## src/three_level_feedback_scheduler_unit_defines.svh

```systemverilog
// Assertion macros for the three-level feedback scheduler.
`ifndef THREE_LEVEL_FEEDBACK_SCHEDULER_UNIT_DEFINES_SVH
`define THREE_LEVEL_FEEDBACK_SCHEDULER_UNIT_DEFINES_SVH

// same-cycle implication, checked outside reset
`define TLFS_ASSERT_NOW(label, ante, cons) \
    label: assert property (@(posedge aclk) disable iff (!aresetn) (ante) |-> (cons)) \
        else $error("scheduler assertion failed");

// next-cycle implication, checked outside reset
`define TLFS_ASSERT_NEXT(label, ante, cons) \
    label: assert property (@(posedge aclk) disable iff (!aresetn) (ante) |=> (cons)) \
        else $error("scheduler assertion failed");

`endif

```

## src/tlfs_pkg.sv

```systemverilog
// Package: constants, codes and sequencer states of the feedback scheduler.
`default_nettype none
package tlfs_pkg;
    localparam int MAX_JOBS  = 16;
    localparam int ID_W      = $clog2(MAX_JOBS);
    localparam int CNT_W     = $clog2(MAX_JOBS + 1);
    localparam int JOB_ID_W  = 4;
    localparam int TIME_W    = 32;
    localparam int OUT_W     = 32;
    localparam int BURST_W   = 16;
    localparam int QUANT_W   = 16;
    localparam int CFG_IDX_W = 2;

    localparam logic [CFG_IDX_W-1:0] CFG_FIRST_QUANTUM  = 2'd0;
    localparam logic [CFG_IDX_W-1:0] CFG_SECOND_QUANTUM = 2'd1;
    localparam logic [QUANT_W-1:0]   FIRST_QUANTUM_RST  = 16'd4;
    localparam logic [QUANT_W-1:0]   SECOND_QUANTUM_RST = 16'd8;

    localparam logic CMD_ARRIVE = 1'b0;
    localparam logic CMD_TICK   = 1'b1;

    typedef enum logic [3:0] {
        ST_IDLE,
        ST_TOP,
        ST_TOP_SERVE,
        ST_MID,
        ST_INS_KEY,
        ST_INS_SCAN,
        ST_MID_SERVE,
        ST_BOT,
        ST_TURN,
        ST_OUT
    } tlfs_state_t;
endpackage
`default_nettype wire

```

## src/three_level_feedback_scheduler_unit.sv

```systemverilog
// Three-level feedback scheduler: sequencer, job tables, queues and result register.
//
//   channel | direction | handshake            | payload
//   s_      | in        | s_valid / s_ready    | s_cmd, s_job_id, s_job_burst
//   m_      | out       | m_valid / m_ready    | m_done_res, m_done_job, m_wait_time,
//           |           |                      | m_turnaround_time, m_all_idle
//   cfg_    | in        | cfg_valid / cfg_ready| cfg_index, cfg_data
//
// An arrive transaction is taken in ST_IDLE; a tick walks ST_TOP, ST_TOP_SERVE,
// ST_MID, ST_MID_SERVE, ST_BOT, ST_TURN and ST_OUT, plus ST_INS_KEY and ST_INS_SCAN
// when a middle job drops to the bottom list (the single compare unit steps over up
// to 15 entries) and stalls in ST_OUT on m_ready. The remaining-burst port is shared.
// Reset is synchronous; no clearing pass is needed. cfg_ready is always high.
`default_nettype none
module three_level_feedback_scheduler_unit
    import tlfs_pkg::*;
(
    input  wire logic                 aclk,
    input  wire logic                 aresetn,
    input  wire logic                 s_valid,
    output logic                      s_ready,
    input  wire logic                 s_cmd,
    input  wire logic [JOB_ID_W-1:0]  s_job_id,
    input  wire logic [BURST_W-1:0]   s_job_burst,
    output logic                      m_valid,
    input  wire logic                 m_ready,
    output logic                      m_done_res,
    output logic [JOB_ID_W-1:0]       m_done_job,
    output logic [OUT_W-1:0]          m_wait_time,
    output logic [OUT_W-1:0]          m_turnaround_time,
    output logic                      m_all_idle,
    input  wire logic                 cfg_valid,
    output logic                      cfg_ready,
    input  wire logic [CFG_IDX_W-1:0] cfg_index,
    input  wire logic [QUANT_W-1:0]   cfg_data
);
`include "three_level_feedback_scheduler_unit_defines.svh"

    tlfs_state_t state_reg, state_next;

    logic [TIME_W-1:0]  now_reg;
    logic [TIME_W-1:0]  arr_reg [MAX_JOBS];
    logic [BURST_W-1:0] fb_reg  [MAX_JOBS];
    logic [BURST_W-1:0] rem_reg [MAX_JOBS];
    logic [MAX_JOBS-1:0] busy_reg;

    logic [ID_W-1:0]  top_q_reg [MAX_JOBS];
    logic [ID_W-1:0]  mid_q_reg [MAX_JOBS];
    logic [ID_W-1:0]  bot_q_reg [MAX_JOBS];
    logic [ID_W-1:0]  top_head_reg, mid_head_reg;
    logic [CNT_W-1:0] top_cnt_reg, mid_cnt_reg, bot_cnt_reg;

    logic [QUANT_W-1:0] fq_reg, sq_reg, top_slice_reg, mid_slice_reg;

    logic               served_reg, fin_reg;
    logic [ID_W-1:0]    fin_id_reg, ins_id_reg;
    logic [BURST_W-1:0] key_reg;
    logic [CNT_W-1:0]   pos_reg;
    logic [TIME_W-1:0]  turn_reg;

    logic                m_valid_reg, m_done_reg, m_idle_reg;
    logic [JOB_ID_W-1:0] m_job_reg;
    logic [OUT_W-1:0]    m_wait_reg, m_turn_reg;

    logic [ID_W-1:0]    rem_addr;
    logic [BURST_W-1:0] rem_rd, rem_dec, rem_val;
    logic [ID_W-1:0]    top_id, mid_id, bot_id, slot;
    logic               arrive_ok, scan_more, out_free, top_any, mid_any, bot_any;
    logic [TIME_W-1:0]  wait_full;

    assign top_id   = top_q_reg[top_head_reg];
    assign mid_id   = mid_q_reg[mid_head_reg];
    assign bot_id   = bot_q_reg[0];
    assign slot     = ID_W'(s_job_id);
    assign rem_rd   = rem_reg[rem_addr];
    assign rem_dec  = rem_rd - 1'b1;
    assign rem_val  = served_reg ? rem_rd : rem_dec;
    assign top_any  = (top_cnt_reg != '0);
    assign mid_any  = (mid_cnt_reg != '0);
    assign bot_any  = (bot_cnt_reg != '0);
    assign out_free = !m_valid_reg || m_ready;
    assign scan_more = (pos_reg < bot_cnt_reg) && (rem_rd <= key_reg);
    assign arrive_ok = (32'(s_job_id) < MAX_JOBS) && (s_job_burst != '0) &&
                       !busy_reg[slot] && (32'(top_cnt_reg) < MAX_JOBS);
    assign wait_full = turn_reg - TIME_W'(fb_reg[fin_id_reg]);

    always_comb begin
        s_ready   = (state_reg == ST_IDLE);
        cfg_ready = 1'b1;
        case (state_reg)
            ST_TOP_SERVE: rem_addr = top_id;
            ST_INS_KEY:   rem_addr = ins_id_reg;
            ST_INS_SCAN:  rem_addr = bot_q_reg[pos_reg[ID_W-1:0]];
            ST_MID_SERVE: rem_addr = mid_id;
            ST_BOT:       rem_addr = bot_id;
            default:      rem_addr = slot;
        endcase
    end

    always_comb begin
        state_next = state_reg;
        case (state_reg)
            ST_IDLE:      if (s_valid && s_cmd == CMD_TICK) state_next = ST_TOP;
            ST_TOP:       state_next = ST_TOP_SERVE;
            ST_TOP_SERVE: state_next = ST_MID;
            ST_MID: begin
                if (!top_any && mid_any && mid_slice_reg == '0) state_next = ST_INS_KEY;
                else state_next = ST_MID_SERVE;
            end
            ST_INS_KEY:   state_next = ST_INS_SCAN;
            ST_INS_SCAN:  if (!scan_more) state_next = ST_MID_SERVE;
            ST_MID_SERVE: state_next = ST_BOT;
            ST_BOT:       state_next = ST_TURN;
            ST_TURN:      state_next = ST_OUT;
            ST_OUT:       if (out_free) state_next = ST_IDLE;
            default:      state_next = ST_IDLE;
        endcase
    end

    always_ff @(posedge aclk) begin
        if (!aresetn) begin
            state_reg     <= ST_IDLE;
            now_reg       <= '0;
            busy_reg      <= '0;
            top_head_reg  <= '0;
            mid_head_reg  <= '0;
            top_cnt_reg   <= '0;
            mid_cnt_reg   <= '0;
            bot_cnt_reg   <= '0;
            fq_reg        <= FIRST_QUANTUM_RST;
            sq_reg        <= SECOND_QUANTUM_RST;
            top_slice_reg <= FIRST_QUANTUM_RST;
            mid_slice_reg <= SECOND_QUANTUM_RST;
            served_reg    <= 1'b0;
            fin_reg       <= 1'b0;
            m_valid_reg   <= 1'b0;
        end else begin
            state_reg <= state_next;
            if (cfg_valid) begin
                case (cfg_index)
                    CFG_FIRST_QUANTUM:  fq_reg <= cfg_data;
                    CFG_SECOND_QUANTUM: sq_reg <= cfg_data;
                    default: ;
                endcase
            end
            if (m_valid_reg && m_ready) m_valid_reg <= 1'b0;
            case (state_reg)
                ST_IDLE: begin
                    served_reg <= 1'b0;
                    fin_reg    <= 1'b0;
                    if (s_valid && s_cmd == CMD_ARRIVE && arrive_ok) begin
                        busy_reg[slot] <= 1'b1;
                        arr_reg[slot]  <= now_reg;
                        fb_reg[slot]   <= s_job_burst;
                        rem_reg[slot]  <= s_job_burst;
                        top_q_reg[top_head_reg + top_cnt_reg[ID_W-1:0]] <= slot;
                        top_cnt_reg    <= top_cnt_reg + 1'b1;
                    end
                end
                ST_TOP: begin
                    if (top_any && top_slice_reg == '0) begin
                        top_slice_reg <= fq_reg;
                        top_head_reg  <= top_head_reg + 1'b1;
                        top_cnt_reg   <= top_cnt_reg - 1'b1;
                        if (32'(mid_cnt_reg) < MAX_JOBS) begin
                            mid_q_reg[mid_head_reg + mid_cnt_reg[ID_W-1:0]] <= top_id;
                            mid_cnt_reg <= mid_cnt_reg + 1'b1;
                        end
                    end
                end
                ST_TOP_SERVE: begin
                    if (top_any) begin
                        rem_reg[top_id] <= rem_dec;
                        served_reg      <= 1'b1;
                        top_slice_reg   <= top_slice_reg - 1'b1;
                        if (rem_dec == '0) begin
                            top_slice_reg    <= fq_reg;
                            fin_reg          <= 1'b1;
                            fin_id_reg       <= top_id;
                            busy_reg[top_id] <= 1'b0;
                            top_head_reg     <= top_head_reg + 1'b1;
                            top_cnt_reg      <= top_cnt_reg - 1'b1;
                        end
                    end
                end
                ST_MID: begin
                    if (!top_any && mid_any && mid_slice_reg == '0) begin
                        mid_slice_reg <= sq_reg;
                        ins_id_reg    <= mid_id;
                        mid_head_reg  <= mid_head_reg + 1'b1;
                        mid_cnt_reg   <= mid_cnt_reg - 1'b1;
                    end
                end
                ST_INS_KEY: begin
                    key_reg <= rem_rd;
                    pos_reg <= '0;
                end
                ST_INS_SCAN: begin
                    if (scan_more) begin
                        pos_reg <= pos_reg + 1'b1;
                    end else if (32'(bot_cnt_reg) < MAX_JOBS) begin
                        for (int i = 1; i < MAX_JOBS; i++) begin
                            if (CNT_W'(i) > pos_reg) bot_q_reg[i] <= bot_q_reg[i-1];
                        end
                        bot_q_reg[pos_reg[ID_W-1:0]] <= ins_id_reg;
                        bot_cnt_reg <= bot_cnt_reg + 1'b1;
                    end
                end
                ST_MID_SERVE: begin
                    if (!top_any && mid_any) begin
                        if (!served_reg) begin
                            rem_reg[mid_id] <= rem_dec;
                            mid_slice_reg   <= mid_slice_reg - 1'b1;
                            served_reg      <= 1'b1;
                        end
                        if (rem_val == '0) begin
                            mid_slice_reg    <= sq_reg;
                            fin_reg          <= 1'b1;
                            fin_id_reg       <= mid_id;
                            busy_reg[mid_id] <= 1'b0;
                            mid_head_reg     <= mid_head_reg + 1'b1;
                            mid_cnt_reg      <= mid_cnt_reg - 1'b1;
                        end
                    end
                end
                ST_BOT: begin
                    if (!top_any && !mid_any && bot_any) begin
                        if (!served_reg) rem_reg[bot_id] <= rem_dec;
                        if (rem_val == '0) begin
                            fin_reg          <= 1'b1;
                            fin_id_reg       <= bot_id;
                            busy_reg[bot_id] <= 1'b0;
                            for (int i = 0; i < MAX_JOBS - 1; i++) begin
                                bot_q_reg[i] <= bot_q_reg[i+1];
                            end
                            bot_cnt_reg <= bot_cnt_reg - 1'b1;
                        end
                    end
                end
                ST_TURN: begin
                    turn_reg <= now_reg + 1'b1 - arr_reg[fin_id_reg];
                end
                ST_OUT: begin
                    if (out_free) begin
                        m_valid_reg <= 1'b1;
                        m_done_reg  <= fin_reg;
                        m_job_reg   <= fin_reg ? JOB_ID_W'(fin_id_reg) : '0;
                        m_wait_reg  <= fin_reg ? OUT_W'(wait_full) : '0;
                        m_turn_reg  <= fin_reg ? OUT_W'(turn_reg) : '0;
                        m_idle_reg  <= !top_any && !mid_any && !bot_any;
                        now_reg     <= now_reg + 1'b1;
                    end
                end
                default: ;
            endcase
        end
    end

    assign m_valid           = m_valid_reg;
    assign m_done_res        = m_done_reg;
    assign m_done_job        = m_job_reg;
    assign m_wait_time       = m_wait_reg;
    assign m_turnaround_time = m_turn_reg;
    assign m_all_idle        = m_idle_reg;

    `TLFS_ASSERT_NOW(a_busy_matches_queues, state_reg == ST_IDLE,
        $countones(busy_reg) == 32'(top_cnt_reg) + 32'(mid_cnt_reg) + 32'(bot_cnt_reg))
    `TLFS_ASSERT_NOW(a_no_done_zero_fields, m_valid_reg && !m_done_reg,
        m_job_reg == '0 && m_wait_reg == '0 && m_turn_reg == '0)
    `TLFS_ASSERT_NEXT(a_time_advances, state_reg == ST_OUT && out_free,
        now_reg == $past(now_reg) + 1'b1 && m_valid_reg)

endmodule
`default_nettype wire
```

## config.mk

```make
export PLATFORM = sky130hd
export DESIGN_NAME = three_level_feedback_scheduler_unit
export DESIGN_NICKNAME = d
export VERILOG_FILES = /design/src/tlfs_pkg.sv /design/src/three_level_feedback_scheduler_unit.sv
export VERILOG_INCLUDE_DIRS = /design/src /design/src/src
export SDC_FILE = /design/constraint.sdc
export NUM_CORES = 2
export LEC_CHECK = 0
export BUFFER_PORTS_ARGS = -buffer_cell sky130_fd_sc_hd__buf_4
export CAP_MARGIN = 10
export CORE_MARGIN = 3
export CORE_UTILIZATION = 55
export DETAILED_ROUTE_END_ITERATION = 10
export PLACE_DENSITY = 0.67
export SETUP_SLACK_MARGIN = 0.15
export SLEW_MARGIN = 20
export SYNTH_ARGS = -nofsm -noshare
export SYNTH_HDL_FRONTEND = slang
export SYNTH_SLANG_ARGS = --single-unit
```

## constraint.sdc

```tcl
create_clock -name aclk -period 24.1 [get_ports aclk]
set_input_delay 4.82 -clock aclk [delete_from_list [all_inputs] [get_ports aclk]]
set_output_delay 4.82 -clock aclk [all_outputs]
set_load 0.02 [all_outputs]
```

==> reports/qor.yml <==
status: "complete, no violations"
async_flop_share: 0
synth_edf_count: 1347
cp_max_fo: 46
ys_warn_count: 0
synth.most_common_cell: "edfxtp_1"
dp_hpwl_um: 91410
p_clk_frac: 0.423
cp_num_cells: 20
worstPathCellList: "buf_4, o22ai_4, buf_4, buf_4, nand2_1, o22ai_1, nor3_1, a21oi_1, inv_1, ha_1, nand4_1, or2_2, or4_1, a221o_1, and2_1, and3_1, nand3_1, a31o_2, mux2i_1, a21oi_1"
gp_congestion: 0.8984
h-tree-depth: 4
syn_area_mm2: 0.06559
worst_pin_slew_ns: 1.127
cpMostUsedCell: "buf_4"
synth_common_cells: "1347 x edfxtp_1, 330 x nor2_1, 294 x mux4_2"
reg2reg_depth: 19
relSlewSlack: 0.2490
cpMaxStageDelayCell: "buf_4"
place_ws_ns: 13.08
yosysTopAreaCell: "edfxtp_1"
ys_seq_area_frac: 0.6649
largest_reg_flops: 512
finalCriticalPeriod_ns: 10.38
numCtsBuffers: 154
p_int_mw: 4.329
start_util: 0.5547
max_stage_delay_ns: 0.66
maxCapViolCount: 0
cp.arrival_ns: 10.86
io-pin-count: 117
drt-pass1-iter-count: 5
fin_crit_sh: 0.4307
clk_latency_ns: 0.77
grt_antenna_before_repair: 2
hold_path_class: "register to register"
syn_inst: 4276
grt_pass1_vias: 37450
yosysTopAreaCellShare: 0.6167
seq_power_share: 0.513
syn_nets: 4420
synthFlopType: "edfxtp_1"
cp-start-kind: "primary input"
vias_per_cell: 6.166
core-area_mm2: 0.1182
swShare: 0.2236
setup_slack_ns: 13.72
drt_wl_total_um: 153800
postCtsHoldBufs: 0
cts_tree: "built"
timing_worst_setup_path_type: "primary input to register"
slew_viol_final: 0
min_path_cells: 2
power_density_mw_per_mm2: 75.89
setup_tns_ns: 0
combPwrFrac: 0.064
avgSynthCellArea_um2: 15.34
leakagePower_nw: 25.88
grt-ovfl-total: 0
synthTopCellsByArea: "edfxtp_1 62%, mux4_2 10%, dfxtp_1 4.8%"
drc: 0
die-area_mm2: 0.1234
grt_max_degree: 118
routedWlPerCell_um: 25.25
cts_buffer_depth: 3
via_count: 37550
finalSetupViolCount: 0
r2r_setup_slack_ns: 15.54
nets: 4567
dieWidth_um: 351.3
io_buffer_count: 115
areaGrowthSynthToFinish_pct: 12.01
total_power_mw: 5.576
ctsResizeCount: 0
fmax_mhz: 96.33
rsz0062_at_grt: "no"
crit_path_end_kind: "register"
drive_gt1_frac: 0.1938
ant_nets: 0
crit_family: "simple AND/OR/NAND/NOR gates"
cp.buffers_inverters: 4
netSwitchingPower_mw: 1.247
synth-seq-cells: 1505
drt_iter0_drc: 3901
post_cts_buffers: 0
cts-root-buf: "clkbuf_16"
die_height_um: 351.3
grt_pass1_wl_um: 232100
worstPathRequired_ns: 24.58
ir_drop_uv: 66.77
rows: 126
ys_types: 96
clock_sinks: 1505
final_hold_viol_count: 0
fin_worst_skew_ns: 0.03353
track_usage: 0.2518
clkTransAtPathRegs_ns: 0.06
## worst min-delay path: stages (launching register included)
cell     delay (ns)
dfxtp_1        0.30
nand2_1        0.05
a21oi_1        0.05
## power groups by stage
| stage | clock network, mW | logic (mW) | registers [mW] |
|---|---|---|---|
| 5_1_grt | 2.51 | 0.385 | 2.86 |
| 3_3_place_gp | 0 | 0.344 | 2.92 |
| 3_5_place_dp | 0 | 0.350 | 2.92 |
| 2_1_floorplan | 0 | 0.249 | 2.91 |
| 4_1_cts | 2.40 | 0.351 | 2.86 |
| 6_report | 2.36 | 0.354 | 2.86 |
## through the flow
| stage | instances | hold slack, ns | utilization | cell area, um2 |
|---|---|---|---|---|
| after floorplan | 4276 | 0.4329 | - | 65590 |
| after global placement | 5801 | 0.4432 | 0.5777 | 68310 |
| after detailed placement | 5801 | 0.4491 | 0.5779 | 68330 |
| after CTS | 6086 | 0.4571 | 0.6205 | 73370 |
| after global routing | 6088 | 0.4724 | 0.6213 | 73470 |
| final | 6090 | 0.4553 | 0.6214 | 73470 |
## cell type report
type	count	area, um2
tap	1536	1922
multi-input combinational	2408	20750
fill	8573	44770
antenna	2	5.005
clock buffer	210	4207
timing repair buffer	197	1524
inverter	157	591.8
clock inverter	75	839.6
sequential	1505	43630
## path summary, 6_finish.rpt
| check | start | endpoint |
|---|---|---|
| setup / recovery | s_job_id[0] | bot_q_reg[4][0]$_DFFE_PP_ |
| hold / removal | sq_reg[5]$_SDFFE_PN0P_ | sq_reg[5]$_SDFFE_PN0P_ |
| setup reg to reg | register | bot_q_reg[12][3]$_DFFE_PP_ |
| hold reg to reg | sq_reg[5]$_SDFFE_PN0P_ | sq_reg[5]$_SDFFE_PN0P_ |
## cell usage in the layout, fill, tap and decap left out, types with 118 or more instances in the layout
| master | instances |
|---|---|
| mux2i_1 | 211 |
| o21ai_0 | 118 |
| nand2_1 | 255 |
| clkbuf_16 | 156 |
| a21oi_1 | 205 |
| mux4_2 | 294 |
| dfxtp_1 | 153 |
| edfxtp_1 | 1347 |
| inv_1 | 152 |
| buf_4 | 194 |
| nor2_1 | 303 |
## routing by layer
layer / vias up / global-route usage / part of all wire
met3: 287 / 0.04238 / 0.068
met4: 2 / 0.07276 / 0.025
met5: - / 0 / 0.000085
li1: 16870 / - / -
met1: 19010 / 0.3537 / 0.42
met2: 1384 / 0.4098 / 0.49
## cell families after synthesis
group | after synthesis | share of synthesized area
other | 1 | 0.00005717
XOR/XNOR | 123 | 0.01642
AO/OA/AOI/OAI | 584 | 0.05564
AND/OR/NAND/NOR | 1027 | 0.07489
multiplexers | 573 | 0.1450
flip-flops | 1505 | 0.6649
adder cells (fa/ha/maj) | 100 | 0.01988
buffers and inverters | 363 | 0.02318
No activity file was read; power rests on OpenSTA's default activity.
